[config.mk]
export PLATFORM = sky130hd
export DESIGN_NAME = slrb_cmd_fifo
export DESIGN_NICKNAME = d
export VERILOG_FILES = /design/src/rtl/core/slrb_pkg.sv /design/src/rtl/core/slrb_cmd_fifo.sv
export SDC_FILE = /design/constraint.sdc
export NUM_CORES = 1
export LEC_CHECK = 0
export CAP_MARGIN = 20
export CELL_PAD_IN_SITES_DETAIL_PLACEMENT = 0
export CELL_PAD_IN_SITES_GLOBAL_PLACEMENT = 1
export CORE_MARGIN = 2
export CORE_UTILIZATION = 25
export CTS_CLUSTER_DIAMETER = 200
export DETAILED_ROUTE_END_ITERATION = 12
export DONT_BUFFER_PORTS = 1
export GPL_ROUTABILITY_DRIVEN = 0
export MAX_ROUTING_LAYER = met4
export PLACE_DENSITY = 0.44
export SLEW_MARGIN = 20
export SYNTH_ARGS = -nofsm -noshare
export SYNTH_HDL_FRONTEND = slang
export SYNTH_SLANG_ARGS = --single-unit
[constraint.sdc]
create_clock -name aclk -period 4.1 [get_ports aclk]
set_clock_uncertainty 0.1 [all_clocks]
set_input_delay 0.82 -clock aclk [delete_from_list [all_inputs] [get_ports aclk]]
set_output_delay 0.82 -clock aclk [all_outputs]
set_load 0.1 [all_outputs]
[src/rtl/core/slrb_pkg.sv]
// ============================================================================
// slrb_pkg: shared types and constants for the serial line ring buffer
// Ring geometry, command and result codes, queue entry and terminator test.
// ============================================================================
package slrb_pkg;

    // Ring slots; one slot stays free, so the ring holds DEPTH-1 bytes
    localparam int DEPTH    = 16384;
    localparam int IDX_W    = $clog2(DEPTH);
    // Largest caller line buffer; a line holds at most MAX_LINE-1 bytes
    localparam int MAX_LINE = 64;
    localparam int LEN_W    = $clog2(MAX_LINE);

    // Command queue between front and back
    localparam int QDEPTH   = 4;
    localparam int QPTR_W   = $clog2(QDEPTH);

    localparam logic [7:0] CHAR_CR  = 8'h0D;
    localparam logic [7:0] CHAR_LF  = 8'h0A;
    localparam logic [7:0] CHAR_NUL = 8'h00;

    typedef enum logic {
        CMD_PUSH = 1'b0,
        CMD_GET  = 1'b1
    } cmd_t;

    typedef enum logic [1:0] {
        KIND_EVENT = 2'd0,
        KIND_CHAR  = 2'd1,
        KIND_NONE  = 2'd2
    } kind_t;

    typedef enum logic [2:0] {
        B_IDLE,
        B_LREAD,
        B_LEVAL,
        B_LDONE,
        B_TREAD,
        B_TEVAL
    } back_state_t;

    // One classified item as queued for the back end
    typedef struct packed {
        cmd_t             cmd;
        logic [7:0]       data;
        logic             batch_end;
        logic [LEN_W-1:0] budget;   // bytes that a get may pop
    } q_entry_t;

    function automatic logic is_term(input logic [7:0] b);
        return (b == CHAR_CR) || (b == CHAR_LF) || (b == CHAR_NUL);
    endfunction

endpackage

[src/rtl/core/slrb_cmd_fifo.sv]
// ============================================================================
// slrb_cmd_fifo: short command queue between front and back
// Register FIFO of classified items; head is shown combinationally.
// ============================================================================
module slrb_cmd_fifo import slrb_pkg::*; (
    input  logic     aclk,
    input  logic     aresetn,
    input  logic     push,
    input  q_entry_t wdata,
    output logic     full,
    input  logic     pop,
    output logic     valid,
    output q_entry_t rdata
);

    q_entry_t          mem_reg [QDEPTH];
    logic [QPTR_W-1:0] wptr_reg, wptr_next;
    logic [QPTR_W-1:0] rptr_reg, rptr_next;
    logic [QPTR_W:0]   cnt_reg,  cnt_next;
    logic              do_push, do_pop;

    assign full    = (cnt_reg == (QPTR_W+1)'(QDEPTH));
    assign valid   = (cnt_reg != '0);
    assign rdata   = mem_reg[rptr_reg];
    assign do_push = push && !full;
    assign do_pop  = pop && valid;

    always_comb begin
        wptr_next = do_push ? wptr_reg + 1'b1 : wptr_reg;
        rptr_next = do_pop  ? rptr_reg + 1'b1 : rptr_reg;
        cnt_next  = cnt_reg;
        if (do_push && !do_pop) begin
            cnt_next = cnt_reg + 1'b1;
        end else if (do_pop && !do_push) begin
            cnt_next = cnt_reg - 1'b1;
        end
    end

    always_ff @(posedge aclk) begin
        if (!aresetn) begin
            wptr_reg <= '0;
            rptr_reg <= '0;
            cnt_reg  <= '0;
        end else begin
            wptr_reg <= wptr_next;
            rptr_reg <= rptr_next;
            cnt_reg  <= cnt_next;
        end
    end

    always_ff @(posedge aclk) begin
        if (do_push) begin
            mem_reg[wptr_reg] <= wdata;
        end
    end

endmodule

==> impl_metrics.toml <==
[outcome]
status = "finished, final reports clean"

[routing]
wl_um = 4920
drc = 0
first_pass_iters = 5
drtAntennaViolNets = 0
vias_per_cell = 4.19
vias = 1190
drt-initial-drc-count = 47
wire_per_inst_um = 17.3

[cts]
cts_tree = "built"
cts.path.max_buffers = 2
cts.repair.resized = 0
cts_root_buf = "clkbuf_8"
hold_buffers = 0
cts_setup_buffers = 0
htree_levels = 3
clk_latency_ns = 0.33
cts_sinks = 73
cts_buffers = 9
clkTransAtPathRegs_ns = 0.07

[sta]
slew-limit-headroom_pct = 37.2
post-route-min-period_ns = 2.88
setup_violations = 0
drv_slew = 0
worst_pin_slew_ns = 0.942
rsz0062_at_grt = "no"
setup_ws_ns = 1.22
maxClockFrequency_ghz = 0.348
tns_ns = 0
hold_viol_final = 0
fin_crit_sh_pct = 70.2

[setup_path]
crit_path_cell_trace = "mux4_2"
worst_setup_path_end_kind = "primary output"
start_kind = "flop"
critPathSlowestCell = "dfxtp_1"
timing_worst_setup_path_type = "flop to primary output"
cpLargestDelayFamily = "flip-flops"
path_buf_inv = 0
crit_arrival_ns = 1.96
required_ns = 3.18
critical-path-max-stage-delay_ns = 0.88
critPathMaxFanout = 16

[synthesis]
synth_area_sq_mm = 0.00281
synth.largest_area_cell = "edfxtp_1"
synth_cell_types = 22
ys.flop_type = "edfxtp_1"
yosysSeqAreaShare_pct = 74.9
synth_top_area_share_pct = 68.4
synthTopCellsByArea = "edfxtp_1 68%, mux4_2 13%, dfxtp_1 6.4%"
synth_edf_count = 64
async_flop_share_pct = 0
synth_warnings = 0
syn_nets = 158
ys_ff_latch = 73
syn_inst = 132
synth_area_per_cell_sq_um = 21.3

[die]
die-height_um = 110
initial_utilization_pct = 25.8
rows = 38
ios = 38
die_area_sq_mm = 0.0121
die_w_um = 110
core-area_sq_mm = 0.0109

[global_route]
antenna_found_initial = 0
overflow = 0
grt_pass1_wl_um = 7380
grt_start_max_net_pins = 17
grtUsageTotal_pct = 9.26
grt_pass1_vias = 1300

[final_layout]
layout.nets = 165
multi_input_area_sq_um = 651
drive_gt1_share_pct = 23.6
layout_commonest_cell = "edfxtp_1"
n_antenna_cell = 0
fillCellCount = 1056
fin_util_pct = 29.3
largest_reg_flops = 64
syn_to_final_growth_pct = 13.5
regArea_sq_mm = 0.00210
layout_common_cells = "64 x edfxtp_1, 16 x mux4_2, 9 x dfxtp_1, 9 x clkbuf_8, 8 x and2_1"

[placement]
portBuffers = 0
dp_hpwl_um = 3110
place_ws_ns = 1.28

[hold_path]
hold_class = "flop to flop"

[job]
maxCapViolations = 0
## cell families after synthesis
family	share of synthesized area (%)
flip-flops	74.9
multiplexers	13.9
AO/OA/AOI/OAI	1.20
buffers and inverters	2.18
AND/OR/NAND/NOR	3.65
adder cells (fa/ha/maj)	2.94
XOR/XNOR	1.25
## cell type report
class	count	share of cell area (%)
clock buffers	10	4.00
inverters	3	0.353
clock inverters	6	3.34
multi-input cells	50	20.4
well taps	140	5.49
flip-flops and latches	73	65.9
repair buffers	2	0.471
## synthesized netlist by cell type (2+ instances only)
library cell,number
edfxtp_1,64
ha_1,5
dfxtp_1,9
nor2b_1,2
xnor2_1,3
or3_1,2
buf_2,3
mux4_2,16
nand2_1,4
and2_1,8
inv_1,3
mux2i_1,3
## worst paths after layout
check | slack [ns] | endpoint | startpoint | depth (start not counted)
setup / recovery | 1.22 | rdata[4] | flop | 1
hold reg to reg | 0.41 | wptr_reg[1]$_SDFFE_PN0P_ | wptr_reg[1]$_SDFFE_PN0P_ | 2
setup reg to reg | 1.30 | cnt_reg[2]$_SDFFE_PN0P_ | cnt_reg[0]$_SDFFE_PN0P_ | 9
hold / removal | 0.41 | wptr_reg[1]$_SDFFE_PN0P_ | wptr_reg[1]$_SDFFE_PN0P_ | 2
## metal layers
layer  routed length, um  GRT usage, %  share of wire, %
met5                   0             -                 0
met4                  50          2.44               1.0
met3                 433          5.70               8.8
met2                2500          15.6                51
met1                1940          8.97                39
## through the flow
step | hold slack, ns | instances | instance area, sq um
after global placement | 0.380 | 268 | 2950
after floorplan | 0.368 | 132 | 2810
after CTS | 0.410 | 284 | 3190
final | 0.407 | 284 | 3190
after detailed placement | 0.400 | 268 | 2950
after global routing | 0.442 | 284 | 3190
Power is not shown: default switching activity piles up to over one toggle a cycle in this logic, so the estimate is an artifact.
