`config.mk`:
```
export PLATFORM = sky130hd
export DESIGN_NAME = slrb_front
export DESIGN_NICKNAME = d
export VERILOG_FILES = /design/src/rtl/core/slrb_pkg.sv /design/src/rtl/core/slrb_front.sv
export SDC_FILE = /design/constraint.sdc
export NUM_CORES = 1
export LEC_CHECK = 0
export BUFFER_PORTS_ARGS = -buffer_cell sky130_fd_sc_hd__buf_4
export CORE_AREA = 5 5 42 44
export DETAILED_ROUTE_END_ITERATION = 8
export DIE_AREA = 0 0 47 49
export GPL_TIMING_DRIVEN = 0
export SYNTH_ARGS = -nofsm -noshare
export SYNTH_HDL_FRONTEND = slang
export SYNTH_SLANG_ARGS = --single-unit
```
`constraint.sdc`:
```
create_clock -name vclk -period 3.45
set_input_delay 0.69 -clock vclk [all_inputs]
set_output_delay 0.69 -clock vclk [all_outputs]
set_load 0.02 [all_outputs]
```
`src/rtl/core/slrb_pkg.sv`:
```
// ============================================================================
// slrb_pkg: shared types and constants for the serial line ring buffer
// Ring geometry, command and result codes, queue entry and terminator test.
// ============================================================================
package slrb_pkg;

    // Ring slots; one slot stays free, so the ring holds DEPTH-1 bytes
    localparam int DEPTH    = 16384;
    localparam int IDX_W    = $clog2(DEPTH);
    // Largest caller line buffer; a line holds at most MAX_LINE-1 bytes
    localparam int MAX_LINE = 64;
    localparam int LEN_W    = $clog2(MAX_LINE);

    // Command queue between front and back
    localparam int QDEPTH   = 4;
    localparam int QPTR_W   = $clog2(QDEPTH);

    localparam logic [7:0] CHAR_CR  = 8'h0D;
    localparam logic [7:0] CHAR_LF  = 8'h0A;
    localparam logic [7:0] CHAR_NUL = 8'h00;

    typedef enum logic {
        CMD_PUSH = 1'b0,
        CMD_GET  = 1'b1
    } cmd_t;

    typedef enum logic [1:0] {
        KIND_EVENT = 2'd0,
        KIND_CHAR  = 2'd1,
        KIND_NONE  = 2'd2
    } kind_t;

    typedef enum logic [2:0] {
        B_IDLE,
        B_LREAD,
        B_LEVAL,
        B_LDONE,
        B_TREAD,
        B_TEVAL
    } back_state_t;

    // One classified item as queued for the back end
    typedef struct packed {
        cmd_t             cmd;
        logic [7:0]       data;
        logic             batch_end;
        logic [LEN_W-1:0] budget;   // bytes that a get may pop
    } q_entry_t;

    function automatic logic is_term(input logic [7:0] b);
        return (b == CHAR_CR) || (b == CHAR_LF) || (b == CHAR_NUL);
    endfunction

endpackage

```
`src/rtl/core/slrb_front.sv`:
```
// ============================================================================
// slrb_front: input acceptance and command classification
// Decodes the input item and turns max_line into a pop budget.
// ============================================================================
module slrb_front import slrb_pkg::*; (
    input  logic        s_axis_tvalid,
    output logic        s_axis_tready,
    input  logic [15:0] s_axis_tdata,
    input  logic        s_axis_tlast,
    input  logic        s_axis_tuser,
    input  logic        q_full,
    output logic        q_push,
    output q_entry_t    q_wdata
);

    logic [6:0] max_line;
    logic [6:0] limit;

    assign max_line = s_axis_tdata[14:8];

    // values above MAX_LINE act as MAX_LINE, zero acts as one
    always_comb begin
        if (max_line > 7'(MAX_LINE)) begin
            limit = 7'(MAX_LINE);
        end else if (max_line == 7'd0) begin
            limit = 7'd1;
        end else begin
            limit = max_line;
        end
    end

    assign s_axis_tready     = !q_full;
    assign q_push            = s_axis_tvalid && !q_full;
    assign q_wdata.cmd       = cmd_t'(s_axis_tuser);
    assign q_wdata.data      = s_axis_tdata[7:0];
    assign q_wdata.batch_end = s_axis_tlast;
    assign q_wdata.budget    = LEN_W'(limit - 7'd1);

endmodule

```
==> flow_summary.yaml, run 1 <==
timing:
  finalCriticalPeriod_ns: 3.18
  period_share: 0.922
  maxSlewViolCount: 0
  setup_viol: 0
  clock.fmax_ghz: 0.314
  timing.setup.tns_ns: 0
  worst_slew_pin_slew_ns: 0.185
  hold_viol_final: 0
  rsz0062_at_grt: "false"
  relSlewSlack: 0.875
global_routing:
  grt_usage: 0.0653
  grt_overflow: 0
  grt_pass1_wl_mm: 1.26
  grt_max_degree: 8
  grt_pass1_vias: 338
  antenna_found_initial: 0
synth:
  syn_area_per_cell_sq_um: 7.22
  synth_most_common_cell: "buf_4"
  synth_top_area_cell: "buf_4"
  yosys_warnings: 0
  synth_area_sq_um: 224
  synth_nets: 52
  synth_top_area_frac: 0.335
  yosysUniqueCellTypes: 17
  yosys-top-cells-area: "buf_4 (34%), nand2b_1 (8.4%), o21bai_1 (6.7%)"
  synthCells: 31
  synth_top_cells_by_count: "buf_4 (10), nand2b_1 (3), inv_1 (2), nor2_1 (2), o21bai_1 (2)"
  yosysSeqAreaShare: 0
drt:
  drc_errors: 0
  avgViaCountPerCell: 4.00
  drt_wl_total_microns: 717
  drt_first_pass_iters: 1
  wl_per_cell_microns: 9.69
  dr_total_vias: 296
  drtIter0Drc: 0
  ant_nets: 0
final_layout:
  register_area_sq_um: 0
  final_area_sq_um: 447
  finalNetCount: 81
  layout-drive-gt1-share: 0.690
  stdcell_count: 74
  seq_cell_count: 0
  flow.area_growth_from_synthesis_pct: 99.4
  utilization: 0.319
  clock_buffers: 0
  num_antenna_cells: 0
clock_tree:
  hold_buffers: 0
  postCtsSetupBuffers: 0
  cts_resized: 0
floorplan:
  core-area_sq_um: 1400
  ios: 38
  die_w_microns: 47
  die_y_microns: 49
  start_util: 0.160
  die_area_sq_um: 2300
  rows: 14
pwr:
  leakagePower_nw: 0.239
  power_mw: 0.0720
  power.density_nw_per_um2: 161
  vdd_ir_drop_max_uv: 48.4
worst_hold_path:
  holdCritPathClass: "primary input to output port"
  whs_endpoint: "q_wdata[12]"
  min_path_cells: 2
  hp-start: "s_axis_tdata[5]"
placement:
  port-buffer-count: 27
  placed_cells_incl_taps: 74
  postPlaceCellArea_sq_um: 447
  gp_congestion: 0.706
worst_setup_path:
  worstPathMaxFanout: 4
  critPathRequiredTime_ns: 2.76
  critPathArrivalTime_ns: 2.49
  end_kind: "output port"
  critPathKind: "primary input to output port"
  cp-start-kind: "primary input"
status:
  status: "complete, no violations"
job:
  maxCapViolCount: 0
-- final cells by class --
type,instances,area [sq um]
Tap cell,16,20.0
Buffer,10,75.1
Inverter,2,7.51
Timing Repair Buffer,27,203
Fill cell,166,955
Multi-Input combinational cell,19,141
-- worst max path at each step --
stage                           from    endpoint  slack (ns)  cells after the start
finish              s_axis_tdata[12]  q_wdata[4]        0.27                      8
global route        s_axis_tdata[12]  q_wdata[4]        0.16                      8
CTS                 s_axis_tdata[12]  q_wdata[4]        0.27                      8
detailed placement  s_axis_tdata[12]  q_wdata[4]        0.27                      8
global placement    s_axis_tdata[12]  q_wdata[4]        0.28                      8
floorplan           s_axis_tdata[12]  q_wdata[4]        0.39                      6
-- cell usage in the layout (no fill, tap or decap), types with 2 or more instances in the layout --
cell | Yosys | final
buf_4 | 10 | 37
nand2b_1 | 3 | 3
nor2_1 | 2 | 2
o21bai_1 | 2 | 2
inv_1 | 2 | 2
-- cell families after synthesis --
kind of cell | count (synthesis) | share of synthesized area
adders and majority gates | 1 | 0.0559
and+or+nand+nor | 11 | 0.324
buffers and inverters | 12 | 0.369
xor gates and xnor gates | 1 | 0.0391
AOI/OAI and AO/OA | 6 | 0.212
-- metrics by stage --
step                setup slack [ns]  hold WS [ns]
detailed placement             0.270          1.58
CTS                            0.269          1.58
finish                         0.268          1.58
global route                   0.164          1.59
global placement               0.282          1.58
floorplan                      0.393          1.46
-- critical path: stages --
cell	delay, ns
buf_4	0.12
or4_4	0.53
nor2_1	0.12
o21bai_1	0.10
ha_1	0.26
and2b_2	0.20
a221o_1	0.31
buf_4	0.16
-- routing by layer --
| layer | share of wire | GRT usage | vias up | routed length [microns] |
|---|---|---|---|---|
| li1 | - | - | 150 | - |
| met1 | 0.38 | 0.0870 | 121 | 274 |
| met2 | 0.42 | 0.111 | 25 | 300 |
| met3 | 0.20 | 0.0148 | 0 | 141 |
| met4 | 0 | 0 | 0 | 0 |
| met5 | 0 | 0 | - | 0 |
-- power breakdown --
group          total, mW  switching (mW)  leakage, nW  internal [mW]
combinational     0.0720          0.0340        0.239         0.0379
clock                  0               0            0              0
sequential             0               0            0              0
Power figures use the tool's default switching activity.
==> run 2: changes to the inputs <==
--- a/config.mk
+++ b/config.mk
@@ -10,6 +10,7 @@
 export DETAILED_ROUTE_END_ITERATION = 8
 export DIE_AREA = 0 0 47 49
 export GPL_TIMING_DRIVEN = 0
+export RECOVER_POWER = 100
 export SYNTH_ARGS = -nofsm -noshare
 export SYNTH_HDL_FRONTEND = slang
 export SYNTH_SLANG_ARGS = --single-unit
==> flow_summary.yaml, run 2 (synthesis results as in run 1) <==
worst_setup_path:
  critPathKind: "primary input to output port"
  worstPathMaxFanout: 4
  critPathArrivalTime_ns: 2.50
  cp-start-kind: "primary input"
  critPathRequiredTime_ns: 2.76
  end_kind: "output port"
final_layout:
  utilization: 0.271
  seq_cell_count: 0
  final_cell_mix: "buf_4 (19), clkbuf_1 (18), nand2b_1 (3)"
  stdcell_count: 74
  register_area_sq_um: 0
  finalNetCount: 81
  num_antenna_cells: 0
  final_area_sq_um: 379
  fillCellCount: 183
  flow.area_growth_from_synthesis_pct: 69.3
  layout_commonest_cell: "buf_4"
  layout-drive-gt1-share: 0.379
  clock_buffers: 0
global_routing:
  grt_pass1_wl_mm: 1.26
  antenna_found_initial: 0
  grt_overflow: 0
  grt_max_degree: 8
  grt_usage: 0.0653
  grt_pass1_vias: 338
clock_tree:
  hold_buffers: 0
  cts_resized: 0
  postCtsSetupBuffers: 0
status:
  status: "complete, no violations"
timing:
  setup_viol: 0
  finalCriticalPeriod_ns: 3.19
  timing.setup.tns_ns: 0
  hold_viol_final: 0
  fin_hold_ws_ns: 1.64
  clock.fmax_ghz: 0.314
  maxSlewViolCount: 0
  worst_slew_pin_slew_ns: 0.265
  relSlewSlack: 0.824
  rsz0062_at_grt: "false"
  period_share: 0.924
  finalWorstSetupSlack_ns: 0.263
drt:
  avgViaCountPerCell: 4.00
  drt_wl_total_microns: 717
  drtIter0Drc: 1
  dr_total_vias: 296
  ant_nets: 0
  wl_per_cell_microns: 9.69
  drt_first_pass_iters: 2
  drc_errors: 0
floorplan:
  start_util: 0.160
  ios: 38
  die_w_microns: 47
  core-area_sq_um: 1400
  die_area_sq_um: 2300
  rows: 14
  die_y_microns: 49
worst_hold_path:
  holdCritPathClass: "primary input to output port"
pwr:
  power.density_nw_per_um2: 159
  leakagePower_nw: 0.174
  power_mw: 0.0604
  vdd_ir_drop_max_uv: 41.9
placement:
  placed_cells_incl_taps: 74
  pre_cts_ws_ns: 0.270
  gp_congestion: 0.706
  postPlaceCellArea_sq_um: 447
  port-buffer-count: 27
job:
  maxCapViolCount: 0
-- run 2: layout make-up --
type                            count  area [sq um]  area share
Timing Repair Buffer               27           135       0.356
Inverter                            2          7.51      0.0198
Tap cell                           16          20.0      0.0528
Multi-Input combinational cell     19           141       0.373
Buffer                             10          75.1       0.198
-- run 2: layer usage --
layer / GRT usage / wire [microns]
met1: 0.0870 / 276
met3: 0.0148 / 142
met4: 0 / 0
met5: 0 / 0
met2: 0.111 / 298
-- run 2: worst paths after layout --
check / start / end / depth (start not counted)
worst min-delay path: s_axis_tdata[7] / q_wdata[14] / 2
worst max-delay path: s_axis_tdata[12] / q_wdata[4] / 8
-- run 2: power by group --
group / switching, mW / total (mW) / internal [mW]
clock: 0 / 0 / 0
combinational: 0.0336 / 0.0604 / 0.0268
sequential: 0 / 0 / 0
-- run 2: critical path: stages --
cell	delay, ns
buf_4	0.12
or4_4	0.53
nor2_1	0.12
o21bai_1	0.09
ha_1	0.26
and2b_2	0.20
a221o_1	0.31
clkbuf_1	0.17
==> run 3: changes to the inputs <==
--- a/config.mk
+++ b/config.mk
@@ -11,6 +11,7 @@
 export DIE_AREA = 0 0 47 49
 export GPL_TIMING_DRIVEN = 0
 export RECOVER_POWER = 100
+export REMOVE_ABC_BUFFERS = 1
 export SYNTH_ARGS = -nofsm -noshare
 export SYNTH_HDL_FRONTEND = slang
 export SYNTH_SLANG_ARGS = --single-unit
==> flow_summary.yaml, run 3 (synthesis results as in run 1) <==
clock_tree:
  postCtsSetupBuffers: 0
  cts_resized: 0
  hold_buffers: 0
floorplan:
  die_w_microns: 47
  ios: 38
  die_y_microns: 49
  rows: 14
  start_util: 0.160
  core-area_sq_um: 1400
  die_area_sq_um: 2300
pwr:
  vdd_ir_drop_max_uv: 25.9
  power.density_nw_per_um2: 150
  leakagePower_nw: 0.117
drt:
  drt_wl_total_microns: 676
  met2WireLength_microns: 280
  dr_total_vias: 238
  wl_per_cell_microns: 12.5
  avgViaCountPerCell: 4.41
  ant_nets: 0
  wl_met3_microns: 208
  met1Wirelength_microns: 187
  drtIter0Drc: 1
  drt_first_pass_iters: 2
  drc_errors: 0
  top_layer_used: "met3"
placement:
  port-buffer-count: 17
  place_hpwl_microns: 577
  postPlaceCellArea_sq_um: 297
  gp_congestion: 0.725
timing:
  fin_hold_ws_ns: 1.38
  rsz0062_at_grt: "false"
  timing.setup.tns_ns: 0
  clock.fmax_ghz: 0.315
  relSlewSlack: 0.827
  setup_viol: 0
  period_share: 0.919
  finalCriticalPeriod_ns: 3.17
  maxSlewViolCount: 0
  worst_slew_pin_slew_ns: 0.260
  hold_viol_final: 0
final_layout:
  final_area_sq_um: 267
  layout_commonest_cell: "buf_4"
  layout-drive-gt1-share: 0.316
  seq_cell_count: 0
  flow.area_growth_from_synthesis_pct: 19.0
  fillCellCount: 173
  final_cell_mix: "buf_4 (10), clkbuf_1 (7), nand2b_1 (3)"
  num_antenna_cells: 0
  register_area_sq_um: 0
  multi_input_area_sq_um: 138
  clock_buffers: 0
  utilization: 0.190
  finalNetCount: 61
worst_setup_path:
  cp-start-kind: "primary input"
  critPathArrivalTime_ns: 2.48
  critPathKind: "primary input to output port"
  end_kind: "output port"
  worstPathMaxFanout: 4
  critPathRequiredTime_ns: 2.76
global_routing:
  grt_pass1_vias: 218
  antenna_found_initial: 0
  grt_pass1_wl_microns: 959
  grt_usage: 0.0526
  grt_max_degree: 8
  grt_overflow: 0
worst_hold_path:
  holdCritPathClass: "primary input to output port"
job:
  maxCapViolCount: 0
status:
  status: "complete, no violations"
==> run 3: layout make-up <==
type	count	share of cell area
Inverter	2	0.0282
Multi-Input combinational cell	19	0.516
Tap cell	16	0.0751
Timing Repair Buffer	17	0.380
==> run 3: worst max-delay path, cell delays in order <==
cell      delay, ns
buf_4          0.12
or4_4          0.52
nor2_1         0.10
o21bai_1       0.09
ha_1           0.26
and2b_2        0.21
a221o_1        0.31
clkbuf_1       0.17
==> run 3: layer usage <==
layer  global-route usage  vias to the layer above
li1                     -                      110
met1               0.0543                      100
met2               0.0701                       28
met3               0.0701                        0
met4                    0                        0
met5                    0                        -
==> run 3: path summary, 6_finish.rpt <==
check | end | depth (start not counted) | from | slack (ns)
min | q_wdata[7] | 0 | s_axis_tdata[0] | 1.38
max | q_wdata[4] | 8 | s_axis_tdata[12] | 0.28
==> run 3: power by group <==
part	internal, mW	switching, mW
sequential	0	0
clock	0	0
combinational	0.0178	0.0221
==> run 3: stage by stage <==
step	power [mW]	setup WS, ns	instances
after global placement	0.0463	0.300	54
after CTS	0.0469	0.273	54
after detailed placement	0.0468	0.276	54
after floorplan	0.0225	0.393	21
after global routing	0.0438	0.199	54
final	0.0399	0.279	54
